<file path="src/rtl/core/fslt_pkg.sv">
// Shared types and constants for the flow sequence loss tracker.
package fslt_pkg;

  localparam logic [1:0] REQ_PKT    = 2'd0;
  localparam logic [1:0] REQ_READ   = 2'd1;
  localparam logic [1:0] REQ_RETIRE = 2'd2;

  localparam logic [2:0] ST_KNOWN = 3'd0;
  localparam logic [2:0] ST_FIRST = 3'd1;
  localparam logic [2:0] ST_OLD   = 3'd2;
  localparam logic [2:0] ST_BAD   = 3'd3;
  localparam logic [2:0] ST_READ  = 3'd4;

  localparam logic [1:0] CLS_IN_ORDER = 2'd0;
  localparam logic [1:0] CLS_GAP      = 2'd1;
  localparam logic [1:0] CLS_DUP      = 2'd2;
  localparam logic [1:0] CLS_OOO      = 2'd3;

  localparam logic [30:0] WRAP_RESET = 31'd100000;
  localparam logic [47:0] CRC_BYTES  = 48'd4;

  typedef struct packed {
    logic [1:0]  req_type;
    logic        in_range;
    logic        header_ok;
    logic [15:0] slot;
    logic [7:0]  flow_gen;
    logic [31:0] seq_num;
    logic [13:0] frame_len;
    logic [63:0] latency;
  } cmd_t;

  typedef struct packed {
    logic [2:0]  flow_status;
    logic [1:0]  seq_class;
    logic [63:0] latency_ticks;
    logic [31:0] seq_err_count;
    logic [31:0] dup_count;
    logic [31:0] ooo_count;
    logic [31:0] too_low_count;
    logic [31:0] too_big_count;
    logic [31:0] pkt_count;
    logic [47:0] byte_count;
    logic [31:0] bad_header_count;
    logic [31:0] old_flow_count;
  } rsp_t;

endpackage

</file>
<file path="src/rtl/core/fslt_front.sv">
// Front end: accepts requests, checks slot range, computes latency, queues commands.
module fslt_front #(
  parameter int SLOTS = 128
) (
  input  logic               clk_i,
  input  logic               rst_ni,
  input  logic               in_valid_i,
  output logic               in_ready_o,
  input  logic [1:0]         req_type_i,
  input  logic [15:0]        slot_i,
  input  logic               header_ok_i,
  input  logic [7:0]         flow_gen_i,
  input  logic [31:0]        seq_num_i,
  input  logic [13:0]        frame_len_i,
  input  logic [63:0]        now_tick_i,
  input  logic [63:0]        sent_tick_i,
  output logic               cmd_valid_o,
  input  logic               cmd_ready_i,
  output fslt_pkg::cmd_t     cmd_o
);

  fslt_pkg::cmd_t q0_q, q1_q, q0_d, q1_d, in_cmd;
  logic [1:0] cnt_q, cnt_d;
  logic push, pop;

  always_comb begin
    in_cmd.req_type  = req_type_i;
    in_cmd.in_range  = ({16'd0, slot_i} < 32'(SLOTS));
    in_cmd.header_ok = header_ok_i;
    in_cmd.slot      = slot_i;
    in_cmd.flow_gen  = flow_gen_i;
    in_cmd.seq_num   = seq_num_i;
    in_cmd.frame_len = frame_len_i;
    in_cmd.latency   = now_tick_i - sent_tick_i;
  end

  assign in_ready_o  = (cnt_q != 2'd2);
  assign cmd_valid_o = (cnt_q != 2'd0);
  assign cmd_o       = q0_q;
  assign push = in_valid_i && in_ready_o;
  assign pop  = cmd_valid_o && cmd_ready_i;

  always_comb begin
    q0_d = q0_q;
    q1_d = q1_q;
    cnt_d = cnt_q;
    if (pop) begin
      q0_d = q1_q;
    end
    if (push) begin
      if (cnt_q == 2'd0 || (cnt_q == 2'd1 && pop)) begin
        q0_d = in_cmd;
      end else begin
        q1_d = in_cmd;
      end
    end
    cnt_d = cnt_q + {1'b0, push} - {1'b0, pop};
  end

  always_ff @(posedge clk_i or negedge rst_ni) begin
    if (!rst_ni) begin
      cnt_q <= 2'd0;
    end else begin
      cnt_q <= cnt_d;
    end
  end

  always_ff @(posedge clk_i) begin
    q0_q <= q0_d;
    q1_q <= q1_d;
  end

`ifndef SYNTHESIS
  a_cnt_max: assert property (@(posedge clk_i) disable iff (!rst_ni) cnt_q != 2'd3)
    else $error("queue count overflow");
  a_no_push_full: assert property (@(posedge clk_i) disable iff (!rst_ni)
    cnt_q == 2'd2 |-> !push) else $error("push into full queue");
  a_pop_cnt: assert property (@(posedge clk_i) disable iff (!rst_ni)
    (pop && !push) |=> cnt_q == $past(cnt_q) - 2'd1) else $error("pop count");
`endif

endmodule

</file>
<file path="config.mk">
export PLATFORM = sky130hd
export DESIGN_NAME = fslt_front
export DESIGN_NICKNAME = d
export VERILOG_FILES = /design/src/rtl/core/fslt_pkg.sv /design/src/rtl/core/fslt_front.sv
export SDC_FILE = /design/constraint.sdc
export NUM_CORES = 1
export LEC_CHECK = 0
export ABC_AREA = 1
export BUFFER_PORTS_ARGS = -buffer_cell sky130_fd_sc_hd__buf_4
export CAP_MARGIN = 20
export CORE_MARGIN = 1.5
export CORE_UTILIZATION = 50
export DETAILED_ROUTE_END_ITERATION = 7
export HOLD_SLACK_MARGIN = 0.05
export MAX_ROUTING_LAYER = met4
export PLACE_DENSITY = 0.78
export SLEW_MARGIN = 20
export SYNTH_ARGS = -nofsm -noshare
export SYNTH_HDL_FRONTEND = slang
export SYNTH_SLANG_ARGS = --single-unit
</file>
<file path="constraint.sdc">
create_clock -name clk_i -period 8.3 [get_ports clk_i]
set_input_delay 0.415 -clock clk_i [delete_from_list [all_inputs] [get_ports clk_i]]
set_output_delay 0.415 -clock clk_i [all_outputs]
set_load 0.03 [all_outputs]
</file>
# After elaboration in Yosys (flattened, before gate mapping)
# Cells that the tools add are included.
totals:
  inputBits: 205
  elab_cells: 34
  reg_bits: 278
  out_inout_bits: 140
op_classes:
  bitwise: 1
  muxes: 3
  add_sub_neg: 3
  order_cmp: 1
  reduce_logical: 7
  eq_ne: 2
op_table:
  columns: ["cell", "n"]
  rows:
  - ["138-bit 2-to-1 mux", 3]
  - ["64-bit subtractor", 1]
  - ["16-bit by 8-bit < comparator with 1-bit output (second input constant)", 1]
  - ["1-bit logical AND", 3]
  - ["2-bit by 1-bit adder with 2-bit output", 1]
  - ["2-bit by 1-bit == test with 1-bit output (second input constant)", 1]
  - ["2-bit logical NOT", 1]
  - ["2-bit inequality test (second input constant)", 1]
  - ["2-bit AND reduction", 1]
  - ["2-bit nonzero test", 1]
  - ["2-bit by 1-bit subtractor with 2-bit output", 1]
  - ["1-bit logical OR", 1]
  - ["1-bit inverter", 1]

# Longest topological paths before layout
# Gate-level depths: netlist (run 1).
logic_depth:
  ltp_word: 6
  ltp_mapped: 18
  depth_no_buf: 18

# Worst setup path after synthesis (run 1)
# OpenSTA, ideal clock, no wires.
synth_path:
  kind: "reg2reg"
  startpoint: "register cnt_q[1]"
  endpoint: "register q1_q[0] (netlist name) (enable)"
  stages_incl_launch_ff: 4
  arrival_ps: 6533
  path_slack_ps: 1130
  t_required_ps: 7663
  path_cell_list: "dfrtp_1 nand2_1 nand2_1 nor2_1"
synth_via:
  word_cells_on_any_way: 10
  classes_between: "2 x eq/ne; 1 x bitwise; 7 x reduce/logical"
synth_rtl:
  columns: ["item", "line", "rtl"]
  rows:
  - ["start, declared", "fslt_front.sv:23", "logic [1:0] cnt_q, cnt_d;"]
  - ["start signal, assigned", "fslt_front.sv:64", "cnt_q <= cnt_d;"]
  - ["2-bit inequality test", "fslt_front.sv:37", "assign in_ready_o = (cnt_q != 2'd2);"]
  - ["named net in_ready_o", "fslt_front.sv:8", "output logic in_ready_o,"]
  - ["1-bit logical AND", "fslt_front.sv:40", "assign push = in_valid_i && in_ready_o;"]
  - ["2-bit AND reduction (no source line)", null, null]
  - ["end signal, assigned", "fslt_front.sv:70", "q1_q <= q1_d;"]
  - ["end, declared", "fslt_front.sv:22", "fslt_pkg::cmd_t q0_q, q1_q, q0_d, q1_d, in_cmd;"]
# The timed path passes the listed nets, and every way through them passes these cells.
# A chain may end at the register's enable or synchronous reset.

==> out/summary.md, run 1 <==
STA
* 0 — number of slew-limit violations in the final report
* 0 ns — final total negative setup slack
* 2.84 ns — Final Critical Period
* no — setup repair after global routing missed its margin
* 34.2% — final cycle utilization of the critical path
* 0.0205 ns — Worst Skew
* 352 MHz — achievable frequency
* 1.13 ns — pin slew with the least headroom to its limit
* 0 — final hold vios
* 0 — Final setup viols
* 24.9% — Max-Slew Margin vs Limit

Hold path
* 1 — Hold Path Cell Cnt
* slot_i[1] — worst min-delay path startpoint
* in -> reg — type of the worst min-delay path
* q1_q[119] — Worst Hold Path EP

Synthesis
* 138 — Post-synth EDFFs
* simple AND/OR/NAND/NOR gates — main combinational cell family by area after synthesis
* 43.5% — proportion of synthesized chip area in sequential cells
* 16000 µm² — Syn Std Cell Area
* 7.27 µm² — Mapped Avg Cell Area
* 0 — count of yosys warnings during synthesis
* 2470 — Synthesized Nets
* 44 — distinct cell type count of the synthesized netlist
* 7.44% — share of the synthesized area in compound gates (AO/OA/AOI/OAI)
* 0.719% — fraction of registers with async set or reset after synthesis
* 5.21% — adder-cell share of the synthesized area
* 31.1% — simple-gate area share of the yosys netlist
* 0.751% — portion of netlist area occupied by mux cells
* 2.49% — xor/xnor cell area share of the yosys netlist
* 2199 — number of instances in the synthesized netlist
* edfxtp_1 — Main synth FF type
* 278 — register bit count reported by yosys

Placement
* 2895 — cell count after placement
* 344 — number of port buffers
* 18900 µm² — DP Area
* 0.998 — global placement routability congestion
* 38.0 mm — post-DP HPWL

Setup path
* cnt_q[1] — Reg-to-Reg Start
* 8.73 ns — required time reported for the critical path endpoint
* buf_4 — most repeated library cell on the critical path
* buffers and inverters — Top Family by Delay on Critical Path
* nor2_1 -> nor2_4 -> buf_4 -> inv_4 -> buf_4 -> nand2_1 -> a31oi_1 — cell-by-cell trace of the critical path
* flip-flop — kind of start point of the critical path
* buf_4 — cell type of the slowest stage on the worst timing path
* 3.27 ns — Arr. time, crit path
* 0.90 ns — longest individual stage delay on the worst path
* cmd_o[96] — capturing point of the worst reg2reg path
* 3 — buffering stage count on the worst path with inverters included
* reg -> reg — startpoint-to-endpoint class of the critical path
* 5.46 ns — setup slack of the most critical reg-to-reg path
* 7 — cell depth of the worst flop-to-flop path
* flip-flop — crit end category
* 98 — Max Fanout on Critical Path

Detailed routing
* 49.0 mm — final WL
* 1184 — Detailed Route Iter0 Violations
* 16.6 µm — average routed wire per standard cell
* 15115 — via count of the routed design
* 5 — number of detailed-routing iterations run before antenna repair
* 5.12 — DR vias/cell
* 0 — number of remaining DRC errors
* 0 — remaining number of nets flagged by the antenna check after routing

Floorplanning
* 31500 µm² — placeable core region
* 65 — site row count
* 345 — I/O pin count
* 182 µm — Die Y
* 182 µm — horizontal die dimension
* 33100 µm² — area enclosed by the die boundary
* 50.8% — Initial Utilization

Cells and area
* 19900 µm² — Non-Filler Cell Area, Final
* nand2_1, buf_4, inv_1 — most frequent cells in the layout
* 24.6% — P&R area growth vs syn
* 18.8% — fraction of layout instances using a drive strength above 1
* 2951 — non-filler cells, final
* 2799 — Final nets
* nand2_1 — most frequent standard cell in the layout excluding fill and tap cells
* 0 — diodes inserted

Power and ir drop
* 219 µV — worst vdd ir
* 326 nW/µm² — power density over the cells
* 10.2 nW — leakage power summed over all cells

CTS
* 0 — Post CTS Setup Buffer Count
* 3 — worst-case clock buffer depth
* 1 — H-tree lvl count
* 0.54 ns — insertion delay of the later-clocked pin in the worst-skew pair
* 0.06 ns — clock edge transition at the registers on the reported setup and hold paths
* yes — TritonCTS clock tree
* clkbuf_16 — Clock Root Buffer
* 27 — total clock buffers created by CTS
* 278 — sinks on the clock net

Global routing
* 0 — initial antenna violation count
* 30.1% — total global routing track utilization
* 14265 — via count of the first global-routing pass
* 75.9 mm — wire length of the first global-routing pass
* 139 — largest net degree at the start of global routing
* 0 — GR Overflow Total

Flow run
* 0 — max-capacitance violation count

Run status
* finished clean — outcome

## sequential cells by signal (all words and copies together) (netlist names)
register / cells
cmd_o: 138
cnt_q: 2
q1_q: 138
## per-layer routing
layer	vias up	wire length [µm]	global-route usage [%]
met4	0	1410	8.70
li1	7561	-	-
met1	6892	22300	40.9
met2	586	21700	47.4
met3	76	3510	3.71
met5	-	0	-
## worst max path at each step
stage / startpoint / to / depth (start not counted)
after floorplan: cnt_q[1] / q1_q[0] / 3
after global placement: cmd_ready_i / cmd_o[56] / 10
after detailed placement: cnt_q[1] / cmd_o[32] / 9
after CTS: cnt_q[1] / cmd_o[96] / 7
after global routing: cnt_q[1] / cmd_o[135] / 7
final: cnt_q[1] / cmd_o[96] / 7
## report_power, final
part,switching [mW],internal [mW],total [mW]
sequential,0.278,2.05,2.33
clock,0.531,0.751,1.28
combinational,1.91,0.971,2.88
total,2.72,3.77,6.49
## area by class of cell
class | instances | area (µm²)
Sequential cell | 278 | 6960
Fill cell | 2811 | 11600
Clock buffer | 30 | 717
Inverter | 338 | 1270
Multi-Input combinational cell | 1526 | 7540
Clock inverter | 20 | 219
Timing Repair Buffer | 357 | 2710
Tap cell | 402 | 503
## kinds of logic after synthesis
logic type      count (synthesis)
flops                         278
xor+xnor                       36
simple gates                 1208
mux                            12
compound gates                204
buf+inv                       395
fa+ha+maj                      66
## per-stage QoR
step	utilization [%]	hold slack [ns]	power, mW	setup WS, ns
after CTS	63.3	0.0505	6.50	5.47
after global routing	63.3	0.0519	6.83	5.27
after global placement	60.1	0.213	5.16	5.63
after detailed placement	60.1	0.213	5.22	5.54
final	63.3	0.0653	6.49	5.46
after floorplan	-	0.119	4.14	1.13
## cells in the mapped netlist (all sizes together) (26+ instances only)
master | instances | area share, %
clkbuf | 33 | 0.77
nand3 | 87 | 2.9
xor2 | 31 | 2.2
nor2 | 194 | 4.9
dfxtp | 138 | 17
ha | 65 | 5.1
a21oi | 65 | 2.1
o21ai | 32 | 1.0
edfxtp | 138 | 26
a31oi | 88 | 3.4
nand2 | 855 | 20
and2 | 26 | 1.0
inv | 336 | 7.9
## worst register-to-register path, stage by stage, from the launching register on
cell     delay (ns)
dfrtp_1        0.41
nor2_1         0.24
nor2_4         0.05
buf_4          0.31
inv_4          0.36
buf_4          0.91
nand2_1        0.23
a31oi_1        0.22
## timing repair
action | in CTS | in global routing
endpoints found under the setup margin | 0 | 0
gates resized for setup | 0 | 0
endpoints found under the hold margin | 7 | 0
hold buffers | 6 | 0
(Power assumes the default switching activity.)
==> inputs of run 2 (changes only) <==
--- a/config.mk
+++ b/config.mk
@@ -13,7 +13,7 @@
 export DETAILED_ROUTE_END_ITERATION = 7
 export HOLD_SLACK_MARGIN = 0.05
 export MAX_ROUTING_LAYER = met4
-export PLACE_DENSITY = 0.78
+export PLACE_DENSITY = 0.81
 export SLEW_MARGIN = 20
 export SYNTH_ARGS = -nofsm -noshare
 export SYNTH_HDL_FRONTEND = slang
==> constraint.sdc (replaced) <==
create_clock -name clk_i -period 2.5 [get_ports clk_i]
set_input_delay 0.125 -clock clk_i [delete_from_list [all_inputs] [get_ports clk_i]]
set_output_delay 0.125 -clock clk_i [all_outputs]
set_load 0.03 [all_outputs]
==> out/summary.md, run 2 (same netlist as run 1, synthesis figures left out) <==
Run status
* finished clean — outcome

CTS
* 0.52 ns — insertion delay of the later-clocked pin in the worst-skew pair
* 278 — sinks on the clock net
* 3 — worst-case clock buffer depth
* 0 — cells resized by post-CTS repair
* 27 — total clock buffers created by CTS
* 1 — H-tree lvl count
* 0.06 ns — clock edge transition at the registers on the reported setup and hold paths
* 0 — Post CTS Setup Buffer Count
* clkbuf_16 — Clock Root Buffer
* yes — TritonCTS clock tree

Hold path
* in -> reg — type of the worst min-delay path

Detailed routing
* 52.6 mm — final WL
* 5.16 — DR vias/cell
* 0 — number of remaining DRC errors
* 1186 — Detailed Route Iter0 Violations
* 15694 — via count of the routed design
* 6 — number of detailed-routing iterations run before antenna repair
* 17.3 µm — average routed wire per standard cell
* 0 — remaining number of nets flagged by the antenna check after routing

STA
* 80.7% — final cycle utilization of the critical path
* 0 — number of slew-limit violations in the final report
* 0 — final hold vios
* 2.02 ns — Final Critical Period
* 0 — Final setup viols
* 496 MHz — achievable frequency
* 0.482 ns — Worst Setup Slack, final
* 47.5% — Max-Slew Margin vs Limit
* 0.0739 ns — Hold Slack
* no — setup repair after global routing missed its margin
* 0.787 ns — pin slew with the least headroom to its limit
* 0.0197 ns — Worst Skew

Cells and area
* 0 — diodes inserted
* 2639 — fillers
* nand2_1 — most frequent standard cell in the layout excluding fill and tap cells
* nand2_1, buf_4, inv_1 — most frequent cells in the layout
* 18.5% — fraction of layout instances using a drive strength above 1
* 3041 — non-filler cells, final
* 2890 — Final nets
* 65.9% — share of the core filled with cells in the final layout
* 6960 µm² — sequential cell area in the final layout
* 29.7% — P&R area growth vs syn
* 7560 µm² — multi-input logic area

Placement
* 39.6 mm — post-DP HPWL
* 1.03 — global placement routability congestion
* 0.170 ns — pre-CTS setup slack
* 344 — number of port buffers
* 2915 — cell count after placement

Power and ir drop
* 751 µV — worst vdd ir
* 1040 nW/µm² — power density over the cells
* 21.6 mW — sum of internal, switching and leakage power
* 10.6 nW — leakage power summed over all cells

Setup path
* 2.92 ns — required time reported for the critical path endpoint
* flip-flop — crit end category
* nor2_1 -> nor2_4 -> inv_4 -> buf_4 -> nand2_1 -> a31oi_1 — cell-by-cell trace of the critical path
* dfrtp_1 — cell type of the slowest stage on the worst timing path
* flip-flop — kind of start point of the critical path
* 35 — Max Fanout on Critical Path
* buffers and inverters — Top Family by Delay on Critical Path
* 2 — buffering stage count on the worst path with inverters included
* reg -> reg — startpoint-to-endpoint class of the critical path
* 2.44 ns — Arr. time, crit path
* 0.45 ns — longest individual stage delay on the worst path

Global routing
* 0 — GR Overflow Total
* 32.2% — total global routing track utilization
* 81.0 mm — wire length of the first global-routing pass
* 0 — initial antenna violation count
* 145 — largest net degree at the start of global routing
* 15171 — via count of the first global-routing pass

Floorplanning
* 182 µm — horizontal die dimension
* 345 — I/O pin count
* 33100 µm² — area enclosed by the die boundary
* 50.8% — Initial Utilization
* 31500 µm² — placeable core region
* 65 — site row count
* 182 µm — Die Y

Flow run
* 0 — max-capacitance violation count

[run 2: changes by cell type in the layout (fill, tap and decap cells not counted), sizes merged]
cell         change
inv              -2
clkinv           -4
clkbuf          +12
clkinvlp         -3
buf             +20
bufinv           -4
dlygate4sd3     +71
[run 2: layer usage]
layer	track usage (%)	vias up	wire (µm)	part of all wire, %
met1	42.1	7121	22900	43
met5	-	-	0	0
met4	10.9	0	1860	3.5
met2	51.4	704	23600	45
li1	-	7766	-	-
met3	4.63	103	4290	8.1
[run 2: final timing paths]
check / startpoint / end / slack [ns] / cells past startpoint
hold reg to reg: cmd_o[133] / cmd_o[133] / 0.47 / 2
setup reg to reg: cnt_q[1] / cmd_o[80] / 0.48 / 6
max in group asynchronous: rst_ni / cnt_q[1] / 1.86 / 3
setup / recovery: cnt_q[1] / cmd_o[80] / 0.48 / 6
hold / removal: sent_tick_i[0] / q1_q[0] / 0.07 / 3
min in group asynchronous: rst_ni / cnt_q[0] / 0.50 / 3
[run 2: area by class of cell]
type                            instances  area share, %
Tap cell                              402           2.43
Multi-Input combinational cell       1526           36.5
Clock inverter                          7          0.175
Sequential cell                       278           33.5
Clock buffer                           42           3.58
Timing Repair Buffer                  448           17.7
Inverter                              338           6.13
[run 2: tightest hold or removal path: cells and delay by family]
family,cells,cell delay (ns)
adder cells (fa/ha/maj),1,0.16
buffers and inverters,2,0.14
[run 2: report_power, final]
part / leakage (nW) / switching [mW] / internal, mW
combinational: 7.71 / 6.56 / 3.52
clock: 0.384 / 1.63 / 2.04
sequential: 2.48 / 1.01 / 6.80
[run 2: through the flow]
step / instance area [µm²] / TNS (ns)
floorplan: 16000 / -78.80
global placement: 19200 / 0
detailed placement: 19200 / 0
CTS: 20700 / 0
global route: 20700 / 0
finish: 20700 / 0
[run 2: repair_timing]
action	4_1_cts	5_1_grt
hold buffers	77	0
setup endpoints to repair	0	0
endpoints found under the hold margin	152	0
